$ cat src/design/rmq_sqrt.sv
// Pipelined integer square root, one result bit per stage, with side data
// carried alongside. No package dependencies.
`timescale 1ns / 1ps
module rmq_sqrt #(
  parameter int ROOT_W = 19,
  parameter int SIDE_W = 8
) (
  input  logic                  clk,
  input  logic                  rst,
  input  logic                  in_valid,
  output logic                  in_ready,
  input  logic [2*ROOT_W-1:0]   in_rad,
  input  logic [SIDE_W-1:0]     in_side,
  output logic                  out_valid,
  input  logic                  out_ready,
  output logic [ROOT_W-1:0]     out_root,
  output logic [SIDE_W-1:0]     out_side
);

  localparam int RADW = 2 * ROOT_W;
  localparam int REMW = ROOT_W + 2;

  logic [ROOT_W:0]     en;
  logic [ROOT_W-1:0]   vld;
  logic [REMW-1:0]     rem  [ROOT_W];
  logic [ROOT_W-1:0]   root [ROOT_W];
  logic [RADW-1:0]     rest [ROOT_W];
  logic [SIDE_W-1:0]   side [ROOT_W];

  assign en[ROOT_W] = out_ready;

  for (genvar k = 0; k < ROOT_W; k++) begin : g_stage
    logic              vld_src;
    logic [REMW-1:0]   rem_src, rem_sh, trial;
    logic [ROOT_W-1:0] root_src;
    logic [RADW-1:0]   rest_src;
    logic [SIDE_W-1:0] side_src;

    if (k == 0) begin : g_first
      assign vld_src  = in_valid;
      assign rem_src  = '0;
      assign root_src = '0;
      assign rest_src = in_rad;
      assign side_src = in_side;
    end else begin : g_next
      assign vld_src  = vld[k-1];
      assign rem_src  = rem[k-1];
      assign root_src = root[k-1];
      assign rest_src = rest[k-1];
      assign side_src = side[k-1];
    end

    assign en[k] = !vld[k] || en[k+1];

    // bring down two radicand bits and try root*4+1
    assign rem_sh = {rem_src[REMW-3:0], rest_src[RADW-1 -: 2]};
    assign trial  = {root_src, 2'b01};

    always_ff @(posedge clk) begin
      if (rst) begin
        vld[k] <= 1'b0;
      end else if (en[k]) begin
        vld[k] <= vld_src;
      end
    end

    always_ff @(posedge clk) begin
      if (en[k]) begin
        if (rem_sh >= trial) begin
          rem[k]  <= rem_sh - trial;
          root[k] <= {root_src[ROOT_W-2:0], 1'b1};
        end else begin
          rem[k]  <= rem_sh;
          root[k] <= {root_src[ROOT_W-2:0], 1'b0};
        end
        rest[k] <= {rest_src[RADW-3:0], 2'b00};
        side[k] <= side_src;
      end
    end
  end

  assign in_ready  = en[0];
  assign out_valid = vld[ROOT_W-1];
  assign out_root  = root[ROOT_W-1];
  assign out_side  = side[ROOT_W-1];

endmodule

$ cat config.mk
export PLATFORM = sky130hd
export DESIGN_NAME = rmq_sqrt
export DESIGN_NICKNAME = d
export VERILOG_FILES = /design/src/design/rmq_sqrt.sv
export SDC_FILE = /design/constraint.sdc
export NUM_CORES = 1
export LEC_CHECK = 0
export BUFFER_PORTS_ARGS = -buffer_cell sky130_fd_sc_hd__clkbuf_2
export CAP_MARGIN = 40
export CORE_MARGIN = 2
export CORE_UTILIZATION = 47
export DETAILED_ROUTE_END_ITERATION = 6
export PLACE_DENSITY_LB_ADDON = 0.08
export RECOVER_POWER = 100
export SYNTH_ARGS = -nofsm -noshare
export SYNTH_HDL_FRONTEND = slang
export SYNTH_SLANG_ARGS = --single-unit
export TNS_END_PERCENT = 1
$ cat constraint.sdc
create_clock -name clk -period 7.3 [get_ports clk]
set_clock_uncertainty 0.05 [all_clocks]
set_input_delay 1.46 -clock clk [delete_from_list [all_inputs] [get_ports clk]]
set_output_delay 1.46 -clock clk [all_outputs]
set_load 0.05 [all_outputs]
Word level (Yosys, flattened, before mapping):

Memories as Yosys holds them, arrays and structs flattened.
Cells that the tools add are included.

* add/subtract/negate cells: 19
* $lt $le $gt $ge: 19
* muxes and demuxes: 190
* bitwise gates (word level): 38
* reductions and logical operators: 38

Operators by type and width (number)
* 21-bit 2-to-1 mux: 19
* 21-bit >= comparator: 18
* 21-bit subtractor: 18
* 19-bit 2-to-1 mux: 19
* 1-bit 2-to-1 mux: 152
* 1-bit OR: 38
* 1-bit logical NOT: 19
* 1-bit logical OR: 19
* 2-bit by 1-bit subtractor with 3-bit output (second input constant): 1
* 2-bit by 1-bit >= comparator with 1-bit output (second input constant): 1

* bits in registers: 19
* bits in writable memories: 1596
* bits of input ports: 50
* output and inout bits: 29
* word-level logic and storage cells: 327
* memories kept: 4

Memory list
* rest: depth 19, width 36, read ports 18, clocked after memory_dff 0, write ports 19, line 27 `logic [RADW-1:0] rest [ROOT_W];`
* rem: depth 19, width 21, read ports 18, clocked after memory_dff 0, write ports 19, line 25 `logic [REMW-1:0] rem [ROOT_W];`
* root: depth 19, width 19, read ports 19, clocked after memory_dff 0, write ports 19, line 26 `logic [ROOT_W-1:0] root [ROOT_W];`
* side: depth 19, width 8, read ports 19, clocked after memory_dff 0, write ports 19, line 28 `logic [SIDE_W-1:0] side [ROOT_W];`

Logic depth before layout (Yosys ltp):

Gate-level depths: netlist (run 1).

* word-level depth: 23
* mapped depth: 13
* gate-level depth less buffers: 11

Least setup slack after synthesis (run 1):

Ideal clock, no wire load.

* path type: input to output
* from: input port out_ready
* to: output port in_ready
* arrival time: 5.427 ns
* setup slack: 0.363 ns
* stages on the path: 9
* buffers on the path: 2
* path through: and4b_1 > buf_2 > and4_1 > buf_4 > inv_2 > nor4_4 > nand4_4 > nor2_1 > nand2_1

* longest elaborated chain between the ends: 19

RTL lines
* from (decl): line 15 `input logic out_ready,`
* 1-bit logical OR (9 in series): line 53 `assign en[k] = !vld[k] || en[k+1];`
* named net en[10]: line 23 `logic [ROOT_W:0] en;`
* 1-bit logical OR (8 in series): line 53
* named net en[2]: line 23
* 1-bit logical OR (2 in series): line 53
* to (decl): line 11 `output logic in_ready,`

The timed path passes the listed nets, and every way through them passes these cells.

Worst setup path after layout (run 1):

Ends and elaborated chain as after synthesis.

==> flow_metrics.py, run 1 <==
metrics = {
    "synth": {
        "synth.distinct_cells": 78,
        "synth_area_per_cell_um2": 13.93,
        "ys_ff_latch": 1023,
        "synth_seq_area_share_pct": 68.98,
        "synth_warnings": 0,
        "synth_fp_nets": 3437,
        "synthFlopType": "edfxtp_1",
        "synthCells": 3176,
        "synth_edf_count": 1003,
        "async_flop_share_pct": 0,
        "netlist_area_um2": 44240,
    },
    "clocking": {
        "clock_latency_ps": 690,
        "cts_buffers": 104,
        "cts-resized-gates": 0,
        "hold_buffers": 0,
        "clockBufferDepth": 3,
        "path_clk_slew_ps": 60,
        "cts_tree": "done",
        "root_buffer": "clkbuf_16",
        "cts.sinks": 1023,
        "cts_htree_levels": 3,
        "postCtsSetupBuffers": 0,
    },
    "setup_path": {
        "worstSetupPathType": "in -> out",
        "critPathMaxFanout": 50,
        "crit_arrival_ps": 4620,
        "worstSetupEndpointType": "output pin",
        "required_ps": 5790,
        "crit_chain": "clkbuf_1 -> and4b_1 -> buf_4 -> and4_1 -> inv_1 -> nor4_1 -> clkbuf_1 -> nand4_4 -> nor2_1 -> nand2_2 -> buf_4 -> clkbuf_1",
        "cp-start-kind": "input pin",
        "slowest_stage": "clkbuf_1",
        "crit_top_cell": "clkbuf_1",
        "cpPeakStageDelay_ps": 440,
    },
    "sta": {
        "tns_ps": 0,
        "hold_slack_ps": 357.8,
        "slew_headroom_pct": -117.9,
        "period_share_pct": 83.99,
        "worst_pin_slew_ps": 3268,
        "hold_viol_final": 0,
        "fmax_ghz": 0.1631,
        "maxSlewViolCount": 722,
        "final-setup-viol-count": 0,
        "rsz0062_at_grt": "false",
        "min_period_ps": 6131,
    },
    "power": {
        "clkPwrFrac_pct": 32.2,
        "p_switching_uw": 4510,
        "peakVddDrop_mv": 0.2319,
        "p_sw_share_pct": 26.89,
        "totalPowerFinal_uw": 16770,
        "p_int_uw": 12260,
        "p_leak_uw": 0.02012,
        "power_density_nw_per_um2": 337.4,
        "seqPwrFrac_pct": 49.7,
        "comb_power_share_pct": 18.1,
    },
    "grt": {
        "track_usage_pct": 16.04,
        "grt_pass1_wl_um": 126700,
        "antenna_found_initial": 1,
        "grt_overflow_total": 0,
        "grt_max_degree": 66,
        "grt_pass1_vias": 24886,
    },
    "floorplanning": {
        "initial_core_util_pct": 47.40,
        "dieHeight_um": 310.8,
        "top_level_ports": 79,
        "dieArea_um2": 96600,
        "rows": 112,
        "die_w_um": 310.8,
        "coreArea_um2": 93330,
    },
    "finish": {
        "syn2layout_area_growth_pct": 12.36,
        "stdcell_area_um2": 49710,
        "post-route-util_pct": 53.27,
        "drive_gt1_share_pct": 7.954,
        "final_cell_mix": "edfxtp_1 (1003), inv_1 (275), nor2_1 (212), ha_1 (211), a21oi_1 (189)",
        "final_common_cell": "edfxtp_1",
        "layout.nets": 3617,
        "fill_cells": 7833,
    },
    "run_status": {
        "status": "complete, but fails checks",
        "violations": "max-capacitance violations, max-slew violations",
    },
    "drt": {
        "first_iter_violations": 1563,
        "finalWirelength_um": 76590,
        "vias": 24452,
        "viasPerCell": 5.203,
        "postRouteAntennaNets": 0,
        "wl_per_cell_um": 16.30,
        "drtPass1Iterations": 5,
        "drc": 0,
    },
    "placement": {
        "hpwl_um": 56620,
        "io_buffers": 78,
        "place_area_um2": 46440,
        "gp_congestion": 0.8689,
    },
    "run": {
        "maxCapViolations": 16,
    },
    "worst_hold_path": {
        "hold_path_class": "reg -> reg",
    },
}
[kinds of logic after synthesis]
group | synth area share [%]
DFF | 68.98
buffers and inverters | 2.738
muxes | 0.8710
AOI/OAI and AO/OA | 7.644
and+or+nand+nor | 9.265
xor gates and xnor gates | 4.533
adders and majority gates | 5.967
[worst max-delay path, delay by kind of cell]
family | cells | cell delay (ps)
buffers and inverters | 6 | 1610
AND/OR/NAND/NOR | 6 | 1540
[cell usage after synthesis (all sizes together) (15+ instances only)]
master | number | area (um2)
a211oi | 16 | 120.1
a21o | 40 | 300.3
a21oi | 189 | 945.9
clkbuf | 33 | 123.9
dfxtp | 20 | 400.4
edfxtp | 1003 | 30120
ha | 211 | 2640
inv | 277 | 1040
mux2 | 28 | 315.3
nand2 | 178 | 670.7
nand2b | 54 | 337.8
nand3 | 49 | 245.2
nand4 | 31 | 209.0
nor2 | 212 | 795.8
nor2b | 23 | 143.9
nor3 | 83 | 415.4
nor4 | 36 | 276.5
o21a | 39 | 292.8
o21ai | 150 | 750.7
o31ai | 19 | 142.6
or2 | 15 | 93.84
or3 | 42 | 272.8
xnor2 | 127 | 1112
xor2 | 102 | 893.4
[layout make-up]
| cell class | instances | area [um2] | area share, % |
|---|---|---|---|
| diodes | 1 | 2.502 | 0.005034 |
| multi-input cells | 1834 | 12500 | 25.14 |
| clock inverters | 60 | 763.2 | 1.535 |
| well taps | 1254 | 1569 | 3.156 |
| clock buffers | 135 | 2810 | 5.653 |
| repair buffers | 115 | 509.2 | 1.024 |
| flip-flops and latches | 1023 | 30520 | 61.39 |
| inverters | 278 | 1044 | 2.099 |
[flip-flops by register name, indices dropped and copies added, names as in the netlist]
name and cells:
out_valid 1, side 152, rest 342, rem 320, root 190, g_stage.vld_src 18
[metrics by stage]
step,setup slack [ps],instances
floorplan,362.7,3176
global placement,1420,4492
detailed placement,1390,4503
CTS,1371,4698
global route,616.4,4699
finish,1169,4700
[metal layers]
layer,wire [um],vias up,track usage (%)
met3,3216,150,2.999
met1,33690,11760,20.43
li1,-,12140,-
met2,37610,402,27.76
met4,2067,0,5.018
met5,0,-,0
[power groups by stage]
stage	Clock [uW]	Combinational, uW	Sequential, uW
6_report	5400	3030	8340
5_1_grt	5790	3430	8470
4_1_cts	5570	3050	8360
3_5_place_dp	0	3040	8480
3_3_place_gp	0	2950	8460
2_1_floorplan	0	2380	8270
[worst paths after layout]
| kind | startpoint | end | slack [ps] | depth (start not counted) |
|---|---|---|---|---|
| worst max-delay path | out_ready | in_ready | 1170 | 12 |
| worst max register to register | g_stage[18].vld_src | rem[2][6] | 1830 | 13 |
| worst min-delay path | rest[12][32] | rest[13][34] | 360 | 0 |
| worst min register to register | rest[12][32] | rest[13][34] | 360 | 0 |
Note: power is estimated with default switching activity, not from simulation.
==> run 2: changes to the inputs <==
==> constraint.sdc (replaced) <==
create_clock -name clk -period 5.99 [get_ports clk]
set_clock_uncertainty 0.05 [all_clocks]
set_input_delay 1.198 -clock clk [delete_from_list [all_inputs] [get_ports clk]]
set_output_delay 1.198 -clock clk [all_outputs]
set_load 0.05 [all_outputs]
==> run 2 against run 1 <==
Effect of this change: the flow still finishes with violations (max-capacitance violations, max-slew violations); die area stayed put; core utilization about the same; sequential cell count did not move; register-to-register slack got worse by 580 ps; cell count about the same; sequential share of layout area barely moved; setup slack got worse by 230 ps; critical endpoint unchanged; highest routed layer unchanged.
==> flow_metrics.py, run 2 (synthesis gave the netlist of run 1 again) <==
metrics = {
    "run_status": {
        "status": "complete, but fails checks",
        "violations": "max-capacitance violations, max-slew violations",
    },
    "setup_path": {
        "reg2reg_from": "rem[4][4]",
        "crit_chain": "clkbuf_1 -> and4b_1 -> and4_1 -> clkbuf_1 -> inv_1 -> nor4_4 -> buf_4 -> nand4_1 -> nor2_1 -> nand2_2 -> clkbuf_1",
        "r2r_slack_ps": 1250,
        "slowest_stage": "nor2_1",
        "crit_start": "out_ready",
        "critPathTopFamily": "simple AND/OR/NAND/NOR gates",
        "worstSetupPathType": "in -> out",
        "cp-start-kind": "input pin",
        "crit_top_cell": "clkbuf_1",
        "cp_num_buf_inv": 5,
        "cp.depth": 11,
        "required_ps": 4740,
        "worstSetupEndpointType": "output pin",
        "reg2reg_depth": 9,
        "crit_arrival_ps": 3800,
        "critPathMaxFanout": 7,
        "cpPeakStageDelay_ps": 390,
    },
    "finish": {
        "syn2layout_area_growth_pct": 12.27,
        "largest_registers": "rest x342, rem x320, root x190",
        "drive_gt1_share_pct": 7.902,
        "final_cell_mix": "edfxtp_1 (1003), inv_1 (277), nor2_1 (212), ha_1 (211), a21oi_1 (189)",
        "top_register": "rest",
        "layout.nets": 3617,
        "stdcell_area_um2": 49670,
        "largest_reg_flops": 342,
        "final_common_cell": "edfxtp_1",
    },
    "grt": {
        "grt_pass1_wl_um": 127200,
        "track_usage_pct": 16.09,
        "grt_pass1_vias": 24851,
        "grt_overflow_total": 0,
        "antenna_found_initial": 0,
        "grt_max_degree": 66,
    },
    "clocking": {
        "clock_latency_ps": 690,
        "cts_buffers": 105,
        "cts_htree_levels": 3,
        "clockBufferDepth": 3,
        "cts-resized-gates": 0,
        "postCtsSetupBuffers": 0,
        "root_buffer": "clkbuf_16",
        "hold_buffers": 0,
        "path_clk_slew_ps": 60,
        "cts_tree": "done",
        "cts.sinks": 1023,
    },
    "floorplanning": {
        "coreArea_um2": 93330,
        "rows": 112,
        "die_w_um": 310.8,
        "initial_core_util_pct": 47.40,
        "dieArea_um2": 96600,
        "dieHeight_um": 310.8,
        "top_level_ports": 79,
    },
    "sta": {
        "final-setup-viol-count": 0,
        "tns_ps": 0,
        "maxSlewViolCount": 620,
        "worst_pin_slew_ps": 3076,
        "slew_headroom_pct": -105.0,
        "hold_viol_final": 0,
        "period_share_pct": 84.27,
        "rsz0062_at_grt": "false",
        "min_period_ps": 5048,
        "fmax_ghz": 0.1981,
    },
    "drt": {
        "finalWirelength_um": 77300,
        "drtPass1Iterations": 5,
        "drc": 0,
        "vias": 24437,
        "postRouteAntennaNets": 0,
        "viasPerCell": 5.203,
        "wl_per_cell_um": 16.46,
        "first_iter_violations": 1413,
    },
    "worst_hold_path": {
        "min_from": "rest[9][31]",
        "whs_path_depth": 0,
        "hold_path_class": "reg -> reg",
    },
    "placement": {
        "place_area_um2": 46430,
        "io_buffers": 78,
        "hpwl_um": 57300,
        "gp_congestion": 0.8878,
    },
    "run": {
        "maxCapViolations": 14,
    },
    "power": {
        "power_density_nw_per_um2": 411.0,
        "p_leak_uw": 0.02014,
        "peakVddDrop_mv": 0.3344,
    },
}
[run 2: cell count changes in the layout (fill, tap and decap cells not counted), moves of 2 or more]
cell,before,now
clkinvlp_4,11,5
clkbuf_1,83,78
clkbuf_8,7,12
clkinv_16,5,2
buf_8,0,2
clkinv_4,1,3
clkinv_8,0,2
inv_1,275,277
[run 2: layout make-up]
cell class	instances	area (um2)
Fill cell	7932	43660
Sequential cell	1023	30520
Multi-Input combinational cell	1834	12460
Clock buffer	137	2868
Tap cell	1254	1569
Inverter	278	1044
Clock inverter	56	681.9
Timing Repair Buffer	114	529.3
Antenna cell	1	2.502
[run 2: through the flow]
step	worst slack, ps	utilization (%)	hold slack [ps]	instances	power [uW]
4_1_cts	1100	53.55	359.4	4695	20710
3_5_place_dp	1115	49.75	354.5	4502	14030
5_1_grt	514.1	53.22	370.5	4696	21560
3_3_place_gp	1096	49.61	350.0	4494	13890
2_1_floorplan	3.444	-	350.3	3176	12980
6_report	942.0	53.22	356.3	4697	20410
[run 2: final timing paths]
| check | endpoint |
|---|---|
| max | in_ready |
| min | rest[10][33] |
| max reg2reg | rem[5][16] |
| min reg2reg | rest[10][33] |
[run 2: power breakdown]
part           total (uW)  switching, uW  leakage [uW]  internal, uW
Combinational        3690           2010       0.00802          1670
Sequential          10200            756        0.0104          9410
Clock                6570           2670       0.00173          3900
Total               20400           5430        0.0201         15000
[run 2: metal layers]
metal / share of wire (%) / vias up / track usage, %
li1: - / 12129 / -
met1: 44 / 11780 / 20.73
met2: 49 / 390 / 27.45
met3: 4.1 / 138 / 2.833
met4: 2.6 / 0 / 5.676
met5: 0 / - / 0
