## config.mk

```make
export PLATFORM = sky130hd
export DESIGN_NAME = rmq_front_flat
export DESIGN_NICKNAME = d
export VERILOG_FILES = /design/src/design/rmq_pkg.sv /design/src/design/rmq_if.sv /design/src/design/rmq_front.sv /design/src/flat_wrapper.sv
export SDC_FILE = /design/constraint.sdc
export NUM_CORES = 2
export LEC_CHECK = 0
export ABC_CLOCK_PERIOD_IN_PS = 16300
export BUFFER_PORTS_ARGS = -buffer_cell sky130_fd_sc_hd__buf_2
export CAP_MARGIN = 5
export CORE_MARGIN = 5
export CORE_UTILIZATION = 45
export DETAILED_ROUTE_END_ITERATION = 8
export GPL_TIMING_DRIVEN = 0
export PLACE_DENSITY = 0.71
export SYNTH_ARGS = -nofsm -noshare
export SYNTH_HDL_FRONTEND = slang
export SYNTH_SLANG_ARGS = --single-unit
```

## constraint.sdc

```tcl
create_clock -name clk -period 16.3 [get_ports clk]
set_clock_uncertainty 0.15 [all_clocks]
set_input_delay 3.26 -clock clk [delete_from_list [all_inputs] [get_ports clk]]
set_output_delay 3.26 -clock clk [all_outputs]
set_load 0.02 [all_outputs]
```

## src/design/rmq_pkg.sv

```systemverilog
// Package for the rotation matrix to quaternion block.
// Branch codes and output field constants; no dependencies.
`timescale 1ns / 1ps
package rmq_pkg;

  // Shepperd branch that produced a result
  typedef enum logic [1:0] {
    BR_TRACE = 2'd0,
    BR_X     = 2'd1,
    BR_Y     = 2'd2,
    BR_Z     = 2'd3
  } branch_t;

  // width of one matrix element and of one quaternion component
  localparam int ELEM_W = 16;
  // quotient bits kept by the dividers; anything larger saturates
  localparam int QUO_W = 17;
  // saturation limits of a component
  localparam logic [QUO_W-1:0] POS_LIM = 17'd32767;
  localparam logic [QUO_W-1:0] NEG_LIM = 17'd32768;

endpackage

```

## src/design/rmq_if.sv

```systemverilog
// Valid/ready channels of the rotation matrix to quaternion block.
// Depends on rmq_pkg for the element width.
`timescale 1ns / 1ps
interface rmq_in_if;
  logic valid;
  logic ready;
  logic signed [rmq_pkg::ELEM_W-1:0] r00, r01, r02, r10, r11, r12, r20, r21, r22;
  modport source (output valid, r00, r01, r02, r10, r11, r12, r20, r21, r22,
                  input ready);
  modport sink   (input valid, r00, r01, r02, r10, r11, r12, r20, r21, r22,
                  output ready);
endinterface


```

## src/design/rmq_front.sv

```systemverilog
// Front end: branch select, radicand, component vector, squares and norm sum.
// Three register stages. Depends on rmq_pkg and rmq_in_if.
`timescale 1ns / 1ps
module rmq_front #(
  parameter int FRAC_BITS = 14,
  parameter int MAG_W     = 18
) (
  input  logic                     clk,
  input  logic                     rst,
  rmq_in_if.sink                   in_ch,
  output logic                     out_valid,
  input  logic                     out_ready,
  output logic [3:0]               out_neg,
  output logic [3:0][MAG_W-1:0]    out_mag,
  output rmq_pkg::branch_t         out_br,
  output logic                     out_tbad,
  output logic [2*MAG_W+1:0]       out_n2
);

  localparam int TW  = MAG_W + 1;
  localparam int N2W = 2 * MAG_W + 2;
  localparam logic signed [TW-1:0] ONE = TW'(64'sd1 << FRAC_BITS);

  logic en1, en2, en3;
  logic vld1, vld2, vld3;

  // stage 1 registers
  logic signed [TW-1:0] v1 [4];
  logic signed [TW-1:0] t1;
  rmq_pkg::branch_t     br1;
  // stage 2 registers
  logic [3:0]             neg2;
  logic [3:0][MAG_W-1:0]  mag2;
  logic [2*MAG_W-1:0]     sq2 [4];
  rmq_pkg::branch_t       br2;
  logic                   tbad2;
  // stage 3 registers
  logic [3:0]             neg3;
  logic [3:0][MAG_W-1:0]  mag3;
  logic [N2W-1:0]         n23;
  rmq_pkg::branch_t       br3;
  logic                   tbad3;

  assign en3 = !vld3 || out_ready;
  assign en2 = !vld2 || en3;
  assign en1 = !vld1 || en2;
  assign in_ch.ready = en1;

  // branch select and vector
  logic signed [TW-1:0] a00, a01, a02, a10, a11, a12, a20, a21, a22, trace;
  logic signed [TW-1:0] v_next [4];
  logic signed [TW-1:0] t_next;
  rmq_pkg::branch_t     br_next;

  always_comb begin
    a00 = TW'(in_ch.r00); a01 = TW'(in_ch.r01); a02 = TW'(in_ch.r02);
    a10 = TW'(in_ch.r10); a11 = TW'(in_ch.r11); a12 = TW'(in_ch.r12);
    a20 = TW'(in_ch.r20); a21 = TW'(in_ch.r21); a22 = TW'(in_ch.r22);
    trace = a00 + a11 + a22;
    if (trace > 0) begin
      br_next = rmq_pkg::BR_TRACE;
      t_next = ONE + trace;
      v_next[0] = a21 - a12; v_next[1] = a02 - a20; v_next[2] = a10 - a01;
      v_next[3] = t_next;
    end else if (a00 > a11 && a00 > a22) begin
      br_next = rmq_pkg::BR_X;
      t_next = ONE + a00 - a11 - a22;
      v_next[0] = t_next; v_next[1] = a01 + a10; v_next[2] = a02 + a20;
      v_next[3] = a21 - a12;
    end else if (a11 > a22) begin
      br_next = rmq_pkg::BR_Y;
      t_next = ONE + a11 - a00 - a22;
      v_next[0] = a01 + a10; v_next[1] = t_next; v_next[2] = a12 + a21;
      v_next[3] = a02 - a20;
    end else begin
      br_next = rmq_pkg::BR_Z;
      t_next = ONE + a22 - a00 - a11;
      v_next[0] = a02 + a20; v_next[1] = a12 + a21; v_next[2] = t_next;
      v_next[3] = a10 - a01;
    end
  end

  // magnitudes of stage 1 vector
  logic [3:0]            neg_next;
  logic [3:0][MAG_W-1:0] mag_next;
  always_comb begin
    for (int i = 0; i < 4; i++) begin
      neg_next[i] = v1[i][TW-1];
      mag_next[i] = neg_next[i] ? MAG_W'(-v1[i]) : MAG_W'(v1[i]);
    end
  end

  // valid bits
  always_ff @(posedge clk) begin
    if (rst) begin
      vld1 <= 1'b0;
      vld2 <= 1'b0;
      vld3 <= 1'b0;
    end else begin
      if (en1) vld1 <= in_ch.valid;
      if (en2) vld2 <= vld1;
      if (en3) vld3 <= vld2;
    end
  end

  // data path registers
  always_ff @(posedge clk) begin
    if (en1) begin
      v1  <= v_next;
      t1  <= t_next;
      br1 <= br_next;
    end
    if (en2) begin
      neg2  <= neg_next;
      mag2  <= mag_next;
      for (int i = 0; i < 4; i++) sq2[i] <= mag_next[i] * mag_next[i];
      br2   <= br1;
      tbad2 <= (t1 <= 0);
    end
    if (en3) begin
      neg3  <= neg2;
      mag3  <= mag2;
      n23   <= N2W'(sq2[0]) + N2W'(sq2[1]) + N2W'(sq2[2]) + N2W'(sq2[3]);
      br3   <= br2;
      tbad3 <= tbad2;
    end
  end

  assign out_valid = vld3;
  assign out_neg   = neg3;
  assign out_mag   = mag3;
  assign out_br    = br3;
  assign out_tbad  = tbad3;
  assign out_n2    = n23;

endmodule

```

## src/flat_wrapper.sv

```systemverilog
// flat-port wrapper written by rule: the top's interface ports become plain ports
module rmq_front_flat 
#(
  parameter int FRAC_BITS = 14,
  parameter int MAG_W     = 18
)
  (clk, rst, out_valid, out_ready, out_neg, out_mag, out_br, out_tbad, out_n2, in_ch_valid, in_ch_r00, in_ch_r01, in_ch_r02, in_ch_r10, in_ch_r11, in_ch_r12, in_ch_r20, in_ch_r21, in_ch_r22, in_ch_ready);
  rmq_in_if in_ch_i ();
  input  logic clk;
  input  logic rst;
  output logic out_valid;
  input  logic out_ready;
  output logic [3:0] out_neg;
  output logic [3:0][MAG_W-1:0] out_mag;
  output rmq_pkg::branch_t out_br;
  output logic out_tbad;
  output logic [2*MAG_W+1:0] out_n2;
  input wire logic [$bits(in_ch_i.valid)-1:0] in_ch_valid;
  input wire logic [$bits(in_ch_i.r00)-1:0] in_ch_r00;
  input wire logic [$bits(in_ch_i.r01)-1:0] in_ch_r01;
  input wire logic [$bits(in_ch_i.r02)-1:0] in_ch_r02;
  input wire logic [$bits(in_ch_i.r10)-1:0] in_ch_r10;
  input wire logic [$bits(in_ch_i.r11)-1:0] in_ch_r11;
  input wire logic [$bits(in_ch_i.r12)-1:0] in_ch_r12;
  input wire logic [$bits(in_ch_i.r20)-1:0] in_ch_r20;
  input wire logic [$bits(in_ch_i.r21)-1:0] in_ch_r21;
  input wire logic [$bits(in_ch_i.r22)-1:0] in_ch_r22;
  output wire logic [$bits(in_ch_i.ready)-1:0] in_ch_ready;
  assign in_ch_i.valid = in_ch_valid;
  assign in_ch_i.r00 = in_ch_r00;
  assign in_ch_i.r01 = in_ch_r01;
  assign in_ch_i.r02 = in_ch_r02;
  assign in_ch_i.r10 = in_ch_r10;
  assign in_ch_i.r11 = in_ch_r11;
  assign in_ch_i.r12 = in_ch_r12;
  assign in_ch_i.r20 = in_ch_r20;
  assign in_ch_i.r21 = in_ch_r21;
  assign in_ch_i.r22 = in_ch_r22;
  assign in_ch_ready = in_ch_i.ready;
  rmq_front #(.FRAC_BITS(FRAC_BITS), .MAG_W(MAG_W)) u_core (.clk(clk), .rst(rst), .in_ch(in_ch_i), .out_valid(out_valid), .out_ready(out_ready), .out_neg(out_neg), .out_mag(out_mag), .out_br(out_br), .out_tbad(out_tbad), .out_n2(out_n2));
endmodule
```

Word level (Yosys, flattened, before mapping) --
Memory sizes are Yosys's and may differ from the RTL's. Cells that the tools add are included.
Storage, ports and cells: logic and storage cells 82, bits of input ports 148, bits in writable memories 144, register bits 296, memories 1, output and inout port bits 119
Cells by class: muxes and demuxes 14, $mul 4, $add $sub $neg 25, reductions and logical operators 8, $lt $le $gt $ge 5
Memory list:
- u_core.sq2 | depth 4, bits a word 36, read ports 4, clocked after memory_dff 0, write ports 4, RTL line rmq_front.sv:34 | logic [2*MAG_W-1:0] sq2 [4];
Operators by type and width (number):
- 76-bit two-way mux | 3
- 18-bit by 18-bit multiplier with 36-bit output | 4
- 38-bit by 36-bit adder with 38-bit output | 2
- 18-bit two-way mux | 4
- 18-bit negator | 4
- 16-bit by 16-bit adder with 17-bit output | 4
- 19-bit two-way mux | 3
- 19-bit by 16-bit subtractor with 19-bit output | 3
- 17-bit by 16-bit subtractor with 18-bit output | 3
- 16-bit by 16-bit adder with 17-bit output (first input constant) | 3
- 16-bit by 16-bit subtractor with 17-bit output | 3
- 16-bit greater-than comparator | 3
- 36-bit by 36-bit adder with 37-bit output | 1
- 16-bit by 19-bit adder with 19-bit output (first input constant) | 1
- 19-bit by 1-bit greater-than comparator with 1-bit output (second input constant) | 1
- 19-bit by 1-bit less-or-equal comparator with 1-bit output (second input constant) | 1
- 17-bit by 16-bit adder with 18-bit output | 1
- 1-bit two-way mux | 4
- 1-bit zero test | 3
- 1-bit logical OR | 3
- 2-bit OR reduction | 1
- 1-bit logical AND | 1

Longest topological paths before layout --
word-level depth 6, gate-level depth with buffers 34

Worst setup path after synthesis --
No wires, ideal clock.
path type input-to-output, start input out_ready, end output in_ch_ready, required time 12890 ps, path buffers 0, arrival 5665 ps, setup slack 7225 ps, stages on the path 3, path through nor2b_1 and2_1 nand2_1
Between the ends: word-level cells in the longest chain between the ends 3
RTL lines:
- start, declared | RTL line flat_wrapper.sv:12 | input logic out_ready;
- 1-bit logical OR | RTL line rmq_front.sv:44 | assign en3 = !vld3 || out_ready;
- 1-bit logical OR | RTL line rmq_front.sv:45 | assign en2 = !vld2 || en3;
- 1-bit logical OR | RTL line rmq_front.sv:46 | assign en1 = !vld1 || en2;
- end, declared | RTL line flat_wrapper.sv:28 | output wire logic [$bits(in_ch_i.ready)-1:0] in_ch_ready;
No other way between the ends.

==> flow_summary.yaml <==
flow_run:
  cap_violations: 0
setup_path:
  cp_max_fo: 11
  worstPathArrival_ns: 12.28
  worst_path_dominant_cell_family: "adder cells"
  required_time_of_the_critical_path_ns: 16.53
  critical_path_class: "register to register"
  slowest_stage: "sky130_fd_sc_hd__xor2_1"
  startpoint_type: "register"
  setup.worst_path.end_class: "register"
  crit-reg2reg-launch: "u_core.v1[0]"
  timing.reg2reg.worst_path_depth: 32
  reg2reg_to: "u_core.sq2[3][34]"
  crit_buf_inv: 9
  slowest_delay_ns: 1.01
  r2r_setup_slack_ns: 4.25
logic_synthesis:
  synth_area_um2: 67600
  yosysTopAreaCellShare: 0.278
  synth_enable_flop_cells: 429
  yosys_register_bits: 432
  synth-main-ff-cell: "sky130_fd_sc_hd__edfxtp_1"
  netlist.top_cell.by_area: "sky130_fd_sc_hd__fa_1"
  syn_area_per_cell_um2: 9.29
  synth.yosys.warnings: 0
  postSynth.asyncResetShare: 0
  yosysSeqAreaShare: 0.191
  cell_count_after_synthesis: 7280
  synth_area_leaders: "sky130_fd_sc_hd__fa_1 (28%), sky130_fd_sc_hd__edfxtp_1 (19%), sky130_fd_sc_hd__ha_1 (15%)"
  synth_cell_types: 90
  mappedNetlistNets: 9170
placed_design:
  port-buffer-count: 266
  place_worst_setup_slack_ns: 4.76
  finalWeightedCongestion: 0.979
  detailed_place_hpwl_um: 169000
floorplanning:
  die_area_um2: 158000
  initial_core_utilization: 0.452
  coreArea_um2: 150000
  dieHeight_um: 398
  die_width_um: 398
  core.rowCount: 142
  num_io_pins: 267
drt:
  drtPass1Iterations: 7
  detail-route-antenna-nets: 0
  m1WireLength_um: 81300
  highest-signal-layer: "met5"
  vias_per_cell: 5.39
  drc: 2
  met2RoutedLength_um: 94600
  initialDrtViolationCount: 3815
  via_count: 52100
  drt-wirelength-per-cell_um: 20.7
  detail_route.wirelength_um: 200000
  met3_wirelength_um: 14800
grt:
  globalRoute.totalOverflow: 0
  global_routing_usage_summed_across_all_routing_layers: 0.252
  grt_first_pass_wirelength_um: 305000
  grt_max_degree: 130
  initial_antenna_violation_count: 6
  grt_pass1_vias: 54100
sta:
  relSlewSlack: 0.0921
  post-route-period-util: 0.739
  unrepaired_setup_endpoints_after_global_routing: "false"
  timing_max_transition_violations_final: 0
  final-setup-viol-count: 0
  peak_clock_frequency_supported_by_timing_mhz: 83.0
  final.hold.worst_slack_ns: 0.267
  timing.setup.tns_ns: 0
  final_hold_viol_count: 0
  worst_pin_slew_ns: 1.36
  post-route-min-period_ns: 12.05
  final.setup.worst_slack_ns: 4.25
clocking:
  post_cts.resized_instances: 0
  cts.clk_slew.worst_paths_ns: 0.06
  cts_num_sinks: 432
  holdBufCountCts: 0
  clkLatencyLatePin_ns: 0.64
  htreeDepth: 2
  cts_buf_count: 49
  tritoncts: "yes"
  clockRootBuffer: "sky130_fd_sc_hd__clkbuf_16"
  post_cts_buffers: 0
  clock_buffer_depth: 3
hold_path:
  min-delay-path-class: "register to register"
  worstHoldStart: "u_core.mag2[28]"
  whs_path_depth: 0
  hold_path_end: "u_core.out_mag[28]"
final_layout:
  design.final.nets: 9501
  layout.area.seq_um2: 12900
  area.growth.synth_to_final_pct: 8.39
  layout.filler_cells: 14000
  layout-drive-gt1-share: 0.0601
  multi_input_comb_area_um2: 47600
outcome:
  run_status: "finished with violations"
  violated_checks: "DRC"
==> layer usage <==
layer | vias up | track usage
met1 | 25700 | 0.329
met5 | - | 0
met3 | 406 | 0.0358
met4 | 2 | 0.100
met2 | 2003 | 0.424
li1 | 24000 | -
==> cell usage in the layout (no fill, tap or decap), types with 37 or more instances in the layout <==
cell type / synthesis / routed
sky130_fd_sc_hd__nand3_1: 63 / 63
sky130_fd_sc_hd__a31oi_1: 53 / 53
sky130_fd_sc_hd__nor2_1: 637 / 637
sky130_fd_sc_hd__nor3_1: 84 / 83
sky130_fd_sc_hd__o21bai_1: 56 / 56
sky130_fd_sc_hd__fa_1: 940 / 940
sky130_fd_sc_hd__o21a_1: 61 / 61
sky130_fd_sc_hd__nor2b_1: 67 / 67
sky130_fd_sc_hd__xnor2_1: 296 / 294
sky130_fd_sc_hd__o21ai_0: 218 / 218
sky130_fd_sc_hd__a21o_1: 111 / 111
sky130_fd_sc_hd__a211oi_1: 37 / 37
sky130_fd_sc_hd__nand2b_1: 52 / 52
sky130_fd_sc_hd__clkbuf_16: 0 / 50
sky130_fd_sc_hd__or3_1: 45 / 45
sky130_fd_sc_hd__inv_1: 1674 / 1672
sky130_fd_sc_hd__mux2i_1: 40 / 40
sky130_fd_sc_hd__clkbuf_1: 148 / 152
sky130_fd_sc_hd__a21oi_1: 341 / 341
sky130_fd_sc_hd__nand2_1: 520 / 519
sky130_fd_sc_hd__xor2_1: 122 / 122
sky130_fd_sc_hd__edfxtp_1: 429 / 429
sky130_fd_sc_hd__buf_2: 14 / 282
sky130_fd_sc_hd__ha_1: 802 / 802
==> logic make-up after synthesis <==
logic type	Yosys count	synth area share
AO/OA/AOI/OAI	1114	0.106
XOR/XNOR	421	0.0550
adder cells (fa/ha/maj)	1742	0.427
buffers and inverters	1878	0.105
flip-flops	432	0.191
multiplexers	60	0.00926
other	2	0.000111
AND/OR/NAND/NOR	1631	0.107
==> flip-flops by register name, indices dropped and copies added (netlist names), 2 cells and up <==
register         cells
u_core.br1           2
u_core.br2           2
u_core.mag2         72
u_core.neg2          4
u_core.neg_next      4
u_core.out_br        2
u_core.out_mag      72
u_core.out_n2       38
u_core.out_neg       4
u_core.sq2         136
u_core.t1           19
u_core.v1           72
==> worst max path at each step <==
stage	to	cells after the start	slack [ns]	startpoint
2_1_floorplan	in_ch_ready	3	7.22	out_ready
3_3_place_gp	u_core.sq2[3][34]	32	4.90	u_core.v1[0]
3_5_place_dp	u_core.sq2[3][34]	33	4.76	u_core.v1[0]
4_1_cts	u_core.sq2[3][34]	32	4.69	u_core.v1[0]
5_1_grt	u_core.sq2[3][34]	33	4.00	u_core.v1[0]
6_report	u_core.sq2[3][34]	32	4.25	u_core.v1[0]
==> cells in the mapped netlist, drive strengths merged (7+ instances only) <==
library cell	n
or3	46
nand2	521
nor2	637
fa	940
nand3	63
o221ai	7
clkinv	23
ha	802
buf	20
a31oi	53
or2	17
o31ai	36
nand2b	52
o21a	61
mux2	20
and3	29
inv	1687
nand4	26
o211ai	23
a211oi	37
a311oi	8
xnor2	298
clkbuf	148
a211o	10
o22ai	7
xor2	123
nor3b	7
edfxtp	429
mux2i	40
or4	21
nor4	19
o31a	20
o41ai	18
a21boi	20
nor2b	67
nor3	84
o21ai	219
a2111oi	10
a31o	12
a21o	111
and2	22
o21bai	56
a21oi	341
==> metrics by stage <==
stage | cells | area, µm² | util
5_1_grt | 9664 | 73300 | 0.490
3_3_place_gp | 9562 | 71400 | 0.478
6_report | 9666 | 73300 | 0.490
2_1_floorplan | 7280 | 67600 | -
4_1_cts | 9661 | 73200 | 0.490
3_5_place_dp | 9573 | 71600 | 0.479
==> final cells by class <==
class / count / share of cell area
Sequential cell: 432 / 0.177
Timing Repair Buffer: 280 / 0.0205
Inverter: 1710 / 0.0878
Multi-Input combinational cell: 4970 / 0.650
Antenna cell: 2 / 0.0000683
Clock inverter: 34 / 0.00453
Buffer: 168 / 0.00900
Clock buffer: 54 / 0.0173
Tap cell: 2016 / 0.0344
Power is not shown: default switching activity piles up to over one toggle a cycle in this logic, so the estimate is an artifact.
